**config.mk**
```make
export PLATFORM = sky130hd
export DESIGN_NAME = escaped_stream_channel_demux_flat
export DESIGN_NICKNAME = d
export VERILOG_FILES = /design/src/hw/rtl/escd_pkg.sv /design/src/hw/rtl/escd_if.sv /design/src/hw/rtl/escd_ram.sv /design/src/hw/rtl/escaped_stream_channel_demux.sv /design/src/flat_wrapper.sv
export SDC_FILE = /design/constraint.sdc
export NUM_CORES = 1
export LEC_CHECK = 0
export ABC_AREA = 1
export BUFFER_PORTS_ARGS = -buffer_cell sky130_fd_sc_hd__buf_4
export CAP_MARGIN = 20
export CORE_ASPECT_RATIO = 1.25
export CORE_MARGIN = 4
export CORE_UTILIZATION = 35
export DETAILED_ROUTE_END_ITERATION = 10
export HOLD_SLACK_MARGIN = 0.08
export PLACE_DENSITY = 0.56
export SLEW_MARGIN = 0
export SYNTH_ARGS = -nofsm -noshare
export SYNTH_HDL_FRONTEND = slang
export SYNTH_SLANG_ARGS = --single-unit
```
**constraint.sdc**
```tcl
create_clock -name clk -period 5.1 [get_ports clk]
set_input_delay 0.765 -clock clk [delete_from_list [all_inputs] [get_ports clk]]
set_output_delay 0.765 -clock clk [all_outputs]
set_load 0.01 [all_outputs]
```
**src/hw/rtl/escd_pkg.sv**
```systemverilog
// Shared constants and register codes for the escaped stream channel demux.
`timescale 1ns / 1ps

package escd_pkg;

	// Largest chunk the store holds
	localparam int MAX_CHUNK_DEF = 64;

	// Field widths
	localparam int BYTE_W       = 8;
	localparam int CHUNK_SIZE_W = 7;
	localparam int CFG_IDX_W    = 2;

	// Bit flipped on the byte that follows an escape marker
	localparam logic [BYTE_W-1:0] ESC_FLIP = 8'(1 << 5);

	// Configuration register indexes
	localparam logic [CFG_IDX_W-1:0] REG_CHANNEL_MARKER = 2'd0;
	localparam logic [CFG_IDX_W-1:0] REG_ESCAPE_MARKER  = 2'd1;
	localparam logic [CFG_IDX_W-1:0] REG_CHUNK_SIZE     = 2'd2;

	// Register reset values
	localparam logic [BYTE_W-1:0]       CHANNEL_MARKER_RST = 8'd254;
	localparam logic [BYTE_W-1:0]       ESCAPE_MARKER_RST  = 8'd253;
	localparam logic [CHUNK_SIZE_W-1:0] CHUNK_SIZE_RST     = 7'd64;

	typedef logic [BYTE_W-1:0] byte_t;

endpackage

```
**src/hw/rtl/escd_if.sv**
```systemverilog
// Handshake interfaces for the received stream, the chunk output and the register port.
`timescale 1ns / 1ps

interface escd_in_if;
	logic          valid;
	logic          ready;
	escd_pkg::byte_t in_byte;
	logic          end_of_payload;

	modport source (output valid, output in_byte, output end_of_payload, input ready);
	modport sink   (input valid, input in_byte, input end_of_payload, output ready);
endinterface

interface escd_out_if;
	logic          valid;
	logic          ready;
	escd_pkg::byte_t channel;
	escd_pkg::byte_t out_byte;
	logic          chunk_last;

	modport source (output valid, output channel, output out_byte, output chunk_last,
		input ready);
	modport sink   (input valid, input channel, input out_byte, input chunk_last,
		output ready);
endinterface

interface escd_cfg_if;
	logic                               valid;
	logic                               ready;
	logic [escd_pkg::CFG_IDX_W-1:0]     index;
	escd_pkg::byte_t                    data;

	modport source (output valid, output index, output data, input ready);
	modport sink   (input valid, input index, input data, output ready);
endinterface

```
**src/hw/rtl/escd_ram.sv**
```systemverilog
// Generic single-port-write, registered-read RAM.
`timescale 1ns / 1ps

module escd_ram #(
	parameter int WIDTH = 8,
	parameter int DEPTH = 64,
	localparam int AW = (DEPTH > 1) ? $clog2(DEPTH) : 1
) (
	input  logic             clk,
	input  logic             we,
	input  logic [AW-1:0]    waddr,
	input  logic [WIDTH-1:0] wdata,
	input  logic             re,
	input  logic [AW-1:0]    raddr,
	output logic [WIDTH-1:0] rdata
);

	logic [WIDTH-1:0] mem [DEPTH];
	logic [WIDTH-1:0] rdata_q;

	always_ff @(posedge clk) begin
		if (we) begin
			mem[waddr] <= wdata;
		end
		if (re) begin
			rdata_q <= mem[raddr];
		end
	end

	assign rdata = rdata_q;

endmodule

```
**src/hw/rtl/escaped_stream_channel_demux.sv**
```systemverilog
// Top level of the escaped stream channel demux: decode, chunk store and flush sequencer.
`timescale 1ns / 1ps

// Usage
// - rx (sink): one received byte per word, with end_of_payload on the last
//   byte of a payload. A byte equal to the channel marker flushes the chunk
//   and makes the next data byte the channel number; a byte equal to the
//   escape marker makes the next non-marker byte flip bit 5.
// - tx (source): decoded bytes of a chunk, each tagged with the channel;
//   chunk_last marks the final byte of a chunk.
// - cfg (sink): register writes (channel marker, escape marker, chunk size),
//   always ready; write only while the block is idle.
// Timing
// - A byte that causes no flush is taken without a stall; rx.ready stays high.
// - A flush reads the chunk RAM one byte at a time: a read is issued, then
//   the output register is loaded from it; the next read waits for that load
//   and for a free output register. rx.ready stays low for the whole flush;
//   rx reopens as soon as the last byte sits in the output register.
// - The first flushed byte passes state_q, the RAM read and the output register.
// Reset clears the markers and chunk size to their defaults, drops any
// pending escape or channel select and empties the store; no clearing pass.
// While tx stalls, the flush holds: no RAM read is issued until the output
// register is free.

module escaped_stream_channel_demux #(
	parameter int MAX_CHUNK = escd_pkg::MAX_CHUNK_DEF
) (
	input  logic clk,
	input  logic arst_n,
	escd_in_if.sink    rx,
	escd_out_if.source tx,
	escd_cfg_if.sink   cfg
);

	localparam int FW = $clog2(MAX_CHUNK + 1);
	localparam int AW = (MAX_CHUNK > 1) ? $clog2(MAX_CHUNK) : 1;
	localparam int CSW = escd_pkg::CHUNK_SIZE_W;

	localparam logic ST_IDLE  = 1'b0;
	localparam logic ST_FLUSH = 1'b1;

	// Registers
	escd_pkg::byte_t  channel_marker_q;
	escd_pkg::byte_t  escape_marker_q;
	logic [CSW-1:0]   chunk_size_q;

	logic             state_q;
	logic             esc_pend_q;
	logic             chan_pend_q;
	escd_pkg::byte_t  cur_chan_q;
	logic [FW-1:0]    fill_q;
	logic [FW-1:0]    rd_idx_q;

	logic             rd_pend_s1;
	logic             rd_last_s1;

	logic             out_valid_q;
	escd_pkg::byte_t  out_chan_q;
	escd_pkg::byte_t  out_byte_q;
	logic             out_last_q;

	// Decode of the incoming word
	logic             accept;
	logic             is_chan;
	logic             is_esc;
	logic             is_data;
	escd_pkg::byte_t  data_byte;
	logic [CSW-1:0]   limit;
	logic             store_en;
	logic [FW-1:0]    fill_new;
	logic             limit_hit;
	logic             flush_go;

	// Flush read side
	logic             issue;
	escd_pkg::byte_t  ram_rdata;

	assign accept    = rx.valid && rx.ready;
	assign rx.ready  = (state_q == ST_IDLE);

	// Channel marker wins over escape marker when both match
	assign is_chan   = (rx.in_byte == channel_marker_q);
	assign is_esc    = !is_chan && (rx.in_byte == escape_marker_q);
	assign is_data   = !is_chan && !is_esc;
	assign data_byte = esc_pend_q ? (rx.in_byte ^ escd_pkg::ESC_FLIP) : rx.in_byte;

	// Zero or oversized chunk size falls back to the full store
	assign limit = ((chunk_size_q == '0) || (chunk_size_q > CSW'(MAX_CHUNK))) ?
		CSW'(MAX_CHUNK) : chunk_size_q;

	assign store_en  = accept && is_data && !chan_pend_q && (fill_q < FW'(MAX_CHUNK));
	assign fill_new  = fill_q + FW'(store_en);
	assign limit_hit = is_data && !chan_pend_q && (CSW'(fill_new) >= limit);
	assign flush_go  = (fill_new != '0) && (is_chan || limit_hit || rx.end_of_payload);

	// One outstanding read; issue only when the output register will be free
	assign issue = (state_q == ST_FLUSH) && !rd_pend_s1 && (rd_idx_q != fill_q) &&
		(!out_valid_q || tx.ready);

	escd_ram #(
		.WIDTH (escd_pkg::BYTE_W),
		.DEPTH (MAX_CHUNK)
	) u_store (
		.clk   (clk),
		.we    (store_en),
		.waddr (fill_q[AW-1:0]),
		.wdata (data_byte),
		.re    (issue),
		.raddr (rd_idx_q[AW-1:0]),
		.rdata (ram_rdata)
	);

	// Configuration registers
	assign cfg.ready = 1'b1;

	always_ff @(posedge clk or negedge arst_n) begin
		if (!arst_n) begin
			channel_marker_q <= escd_pkg::CHANNEL_MARKER_RST;
			escape_marker_q  <= escd_pkg::ESCAPE_MARKER_RST;
			chunk_size_q     <= escd_pkg::CHUNK_SIZE_RST;
		end else if (cfg.valid && cfg.ready) begin
			unique case (cfg.index)
				escd_pkg::REG_CHANNEL_MARKER: channel_marker_q <= cfg.data;
				escd_pkg::REG_ESCAPE_MARKER:  escape_marker_q  <= cfg.data;
				escd_pkg::REG_CHUNK_SIZE:     chunk_size_q     <= cfg.data[CSW-1:0];
				default: ;
			endcase
		end
	end

	// Decode state and flush sequencer
	always_ff @(posedge clk or negedge arst_n) begin
		if (!arst_n) begin
			state_q     <= ST_IDLE;
			esc_pend_q  <= 1'b0;
			chan_pend_q <= 1'b0;
			cur_chan_q  <= '0;
			fill_q      <= '0;
			rd_idx_q    <= '0;
			rd_pend_s1  <= 1'b0;
		end else begin
			if (accept) begin
				if (is_chan) begin
					chan_pend_q <= 1'b1;
				end else if (is_esc) begin
					esc_pend_q <= 1'b1;
				end else begin
					esc_pend_q <= 1'b0;
					if (chan_pend_q) begin
						cur_chan_q  <= data_byte;
						chan_pend_q <= 1'b0;
					end
				end
				fill_q   <= fill_new;
				rd_idx_q <= '0;
				if (flush_go) begin
					state_q <= ST_FLUSH;
				end
			end

			if (issue) begin
				rd_idx_q   <= rd_idx_q + FW'(1);
				rd_pend_s1 <= 1'b1;
			end else if (rd_pend_s1) begin
				rd_pend_s1 <= 1'b0;
				// last byte loaded: drop the chunk and reopen rx
				if (rd_last_s1) begin
					state_q  <= ST_IDLE;
					fill_q   <= '0;
					rd_idx_q <= '0;
				end
			end
		end
	end

	always_ff @(posedge clk) begin
		if (issue) begin
			rd_last_s1 <= ((rd_idx_q + FW'(1)) == fill_q);
		end
	end

	// Output register
	always_ff @(posedge clk or negedge arst_n) begin
		if (!arst_n) begin
			out_valid_q <= 1'b0;
		end else if (rd_pend_s1) begin
			out_valid_q <= 1'b1;
		end else if (tx.ready) begin
			out_valid_q <= 1'b0;
		end
	end

	always_ff @(posedge clk) begin
		if (rd_pend_s1) begin
			out_chan_q <= cur_chan_q;
			out_byte_q <= ram_rdata;
			out_last_q <= rd_last_s1;
		end
	end

	assign tx.valid      = out_valid_q;
	assign tx.channel    = out_chan_q;
	assign tx.out_byte   = out_byte_q;
	assign tx.chunk_last = out_last_q;

	// A read is only in flight while rx is closed
	a_read_only_in_flush: assert property (@(posedge clk) disable iff (!arst_n)
		rd_pend_s1 |-> (state_q == ST_FLUSH))
		else $error("chunk read outstanding outside flush");

	// Reads never overlap
	a_single_read: assert property (@(posedge clk) disable iff (!arst_n)
		rd_pend_s1 |=> !rd_pend_s1)
		else $error("back-to-back chunk reads");

	// A new output word only follows a completed read
	a_out_from_read: assert property (@(posedge clk) disable iff (!arst_n)
		$rose(out_valid_q) |-> $past(rd_pend_s1))
		else $error("output word without chunk read");

	// Read pointer stays inside the chunk
	a_idx_in_chunk: assert property (@(posedge clk) disable iff (!arst_n)
		(state_q == ST_FLUSH) |-> (rd_idx_q <= fill_q) && (fill_q != '0))
		else $error("flush read pointer beyond chunk");

	// Fill never exceeds the store
	a_fill_bound: assert property (@(posedge clk) disable iff (!arst_n)
		fill_q <= FW'(MAX_CHUNK))
		else $error("chunk fill beyond store depth");

endmodule
```
**src/flat_wrapper.sv**
```systemverilog
// flat-port wrapper written by rule: the top's interface ports become plain ports
module escaped_stream_channel_demux_flat 
#(
	parameter int MAX_CHUNK = escd_pkg::MAX_CHUNK_DEF
)
  (clk, arst_n, rx_valid, rx_in_byte, rx_end_of_payload, rx_ready, tx_valid, tx_channel, tx_out_byte, tx_chunk_last, tx_ready, cfg_valid, cfg_index, cfg_data, cfg_ready);
  escd_in_if rx_i ();
  escd_out_if tx_i ();
  escd_cfg_if cfg_i ();
  input  logic clk;
  input  logic arst_n;
  input wire logic [$bits(rx_i.valid)-1:0] rx_valid;
  input wire logic [$bits(rx_i.in_byte)-1:0] rx_in_byte;
  input wire logic [$bits(rx_i.end_of_payload)-1:0] rx_end_of_payload;
  output wire logic [$bits(rx_i.ready)-1:0] rx_ready;
  output wire logic [$bits(tx_i.valid)-1:0] tx_valid;
  output wire logic [$bits(tx_i.channel)-1:0] tx_channel;
  output wire logic [$bits(tx_i.out_byte)-1:0] tx_out_byte;
  output wire logic [$bits(tx_i.chunk_last)-1:0] tx_chunk_last;
  input wire logic [$bits(tx_i.ready)-1:0] tx_ready;
  input wire logic [$bits(cfg_i.valid)-1:0] cfg_valid;
  input wire logic [$bits(cfg_i.index)-1:0] cfg_index;
  input wire logic [$bits(cfg_i.data)-1:0] cfg_data;
  output wire logic [$bits(cfg_i.ready)-1:0] cfg_ready;
  assign rx_i.valid = rx_valid;
  assign rx_i.in_byte = rx_in_byte;
  assign rx_i.end_of_payload = rx_end_of_payload;
  assign rx_ready = rx_i.ready;
  assign tx_valid = tx_i.valid;
  assign tx_channel = tx_i.channel;
  assign tx_out_byte = tx_i.out_byte;
  assign tx_chunk_last = tx_i.chunk_last;
  assign tx_i.ready = tx_ready;
  assign cfg_i.valid = cfg_valid;
  assign cfg_i.index = cfg_index;
  assign cfg_i.data = cfg_data;
  assign cfg_ready = cfg_i.ready;
  escaped_stream_channel_demux #(.MAX_CHUNK(MAX_CHUNK)) u_core (.clk(clk), .arst_n(arst_n), .rx(rx_i), .tx(tx_i), .cfg(cfg_i));
endmodule
```
==> impl_metrics.yaml <==
outcome:
  status: "complete, no violations"
route:
  detail_route.iter0.violations: 1504
  wl_met3_um: 3330
  routed.top_layer: "met4"
  route.detailed.drc: 0
  wirelength_um: 64500
  drtPass1Iterations: 7
  via_per_inst: 5.33
  wl_per_cell_um: 22.1
  num_vias: 15582
  wl_met1_um: 24800
  met2WireLength_um: 32900
  final_antenna_net_count: 0
clocking:
  insertion_delay_ns: 0.58
  numCtsBuffers: 53
  cts_buffer_depth: 3
  post_cts_buffers: 0
  cts-root-buf: "clkbuf_16"
  clkTransAtPathRegs_ns: 0.06
  holdBufCountCts: 0
  cts_resized: 0
  htree_levels: 2
  cts_tree: "done"
  cts_sinks: 588
logic_synthesis:
  synth-simple-area-share: 0.132
  synth-compound-area-share: 0.0990
  synth.top_cells.by_area: "edfxtp_1, nor2_1, o21ai_0"
  ys_async_sr_fraction: 0.0850
  synth_fa_ha_area_frac: 0.00467
  netlist_top_cells_count: "edfxtp_1, nor2_1, nand2_1"
  synth.top_cell.area_share: 0.670
  synth_cell_types: 39
  synthCells: 2006
  synthFlopType: "edfxtp_1"
  synth_edf_count: 538
  ys_ff_latch: 588
  synth_nets: 2039
  synth_most_common_cell: "edfxtp_1"
  ys.warnings.count: 0
  avgSynthCellArea_um2: 12.0
  yosys.area.top_type: "edfxtp_1"
  synth_top_family_by_area: "simple AND/OR/NAND/NOR gates"
  synth_mux_area_frac: 0
  synth_xor_area_frac: 0.00909
  ys_seq_area_frac: 0.723
  syn_area_mm2: 0.0241
sta:
  setup_viol: 0
  final_max_slew_viol_count: 0
  period_minus_slack_ns: 3.67
  tightestPinTransition_ns: 1.00
  whs_ns: 0.247
  slew-limit-headroom: 0.331
  finClkSkew_ns: 0.0117
  hold_viol: 0
  clock.fmax_mhz: 272
  period_share: 0.720
  setup-tns-final_ns: 0
  rsz0062_at_grt: "no"
  fin_ws_ns: 1.43
hold_path:
  hold_path.class: "primary input to async pin"
die:
  die_h_um: 301
  dieArea_mm2: 0.0731
  coreArea_mm2: 0.0681
  rows: 107
  die_width_um: 243
  ios: 44
  initial_core_util: 0.354
place:
  place_hpwl_um: 39100
  gp_congestion: 0.814
  port_buffers: 42
  placed_cell_area_mm2: 0.0252
  dp_slack_ns: 0.969
  dp.cells: 2822
global_route:
  overflow: 0
  grtUsageTotal: 0.172
  grt_pass1_wl_um: 96400
  grt_max_degree: 89
  grt_pass1_vias: 15226
  antenna_found_initial: 0
layout:
  area_growth_pct: 11.7
  final_area_mm2: 0.0269
  instances_no_fill: 2921
  final_nets: 2038
  drive_gt1_frac: 0.0859
power:
  powerDensity_mw_per_mm2: 511
  peakVddDrop_mv: 0.302
  leakage_nw: 9.20
critical_path:
  r2r-end: "u_core.u_store.rdata[4]"
  crit_fanout: 77
  end_kind: "flop"
  arrival_ns: 3.97
  r2r_start: "u_core.rd_idx_q[1]"
  worst_setup_path_start_kind: "flop"
  ff2ff_path_depth: 10
  path_class: "flop to flop"
  regToRegSetupSlack_ns: 1.43
  worst-endpoint-required_ns: 5.40
job:
  max-cap-violations: 0
==> through the flow <==
step / power [mW] / utilization
detailed placement: 9.86 / 0.369
global route: 14.4 / 0.395
CTS: 13.8 / 0.395
global placement: 9.80 / 0.369
finish: 13.7 / 0.395
floorplan: 8.48 / -
==> registers in the layout, indices dropped and copies added, names as in the netlist, 7 cells and up <==
register                 flops
u_core.channel_marker_q      8
u_core.chunk_size_q          7
u_core.cur_chan_q            8
u_core.escape_marker_q       8
u_core.fill_q                7
u_core.rd_idx_q              7
u_core.tx.channel            8
u_core.tx.out_byte           8
u_core.u_store.mem         512
u_core.u_store.rdata         8
==> power by group <==
part / internal [mW] / switching [mW] / total (mW)
Clock: 2.31 / 1.71 / 4.02
Sequential: 5.63 / 0.273 / 5.90
Combinational: 1.09 / 2.72 / 3.82
Total: 9.03 / 4.70 / 13.7
==> critical path, cell delays in order, from the launching register on <==
cell and delay (ns):
dfrtp_4 0.89, clkinv_2 0.90, buf_12 0.51, o21ai_0 0.14
o22ai_1 0.10, nand2_1 0.14, nand3_1 0.13, nand3_1 0.19
nand2_1 0.07, nand2_1 0.06, nand2_1 0.13
==> cell type report <==
| cell class | instances | area (um^2) |
|---|---|---|
| Antenna cell | 1 | 2.50 |
| Clock buffer | 75 | 1470 |
| Clock inverter | 23 | 258 |
| Fill cell | 6305 | 41200 |
| Inverter | 51 | 198 |
| Multi-Input combinational cell | 1246 | 5930 |
| Sequential cell | 588 | 17400 |
| Tap cell | 872 | 1090 |
| Timing Repair Buffer | 65 | 526 |
==> logic make-up (layout without fill, tap and decap cells) <==
family | Yosys count | count (layout)
and+or+nand+nor | 770 | 770
adders and majority gates | 9 | 9
AOI/OAI and AO/OA | 441 | 441
xor gates and xnor gates | 25 | 25
buffers and inverters | 172 | 214
DFF | 588 | 588
other | 1 | 2
==> layout by cell type (no fill, tap or decap), drive strengths merged <==
cell type  count
a211oi         2
a21oi         10
a22o           1
buf           65
bufinv         6
clkbuf        75
clkinv        19
conb           1
dfrtp         35
dfstp         15
diode          1
edfxtp       538
ha             9
inv           49
nand2        280
nand3        120
nand3b         2
nand4          3
nor2         358
nor3           7
o2111ai        1
o21ai        295
o21bai         1
o22ai        131
xnor2          6
xor2          19
==> per-layer routing <==
metal,global-route usage,up-vias
met5,0,-
met4,0.0877,0
met3,0.0186,124
met2,0.302,549
met1,0.210,7726
li1,-,7183
==> how the worst max path moves through the flow <==
stage | startpoint | to | slack, ns | cells after the start
final | u_core.rd_idx_q[1] | u_core.u_store.rdata[4] | 1.43 | 10
after floorplan | rx_in_byte[6] | u_core.state_q | 1.90 | 22
after global routing | u_core.rd_idx_q[1] | u_core.rd_idx_q[1] | 1.14 | 10
after global placement | rx_in_byte[3] | u_core.state_q | 1.01 | 22
after detailed placement | rx_in_byte[3] | u_core.state_q | 0.97 | 22
after CTS | u_core.rd_idx_q[1] | u_core.rd_idx_q[1] | 1.41 | 10
Power figures use the tool's default switching activity.
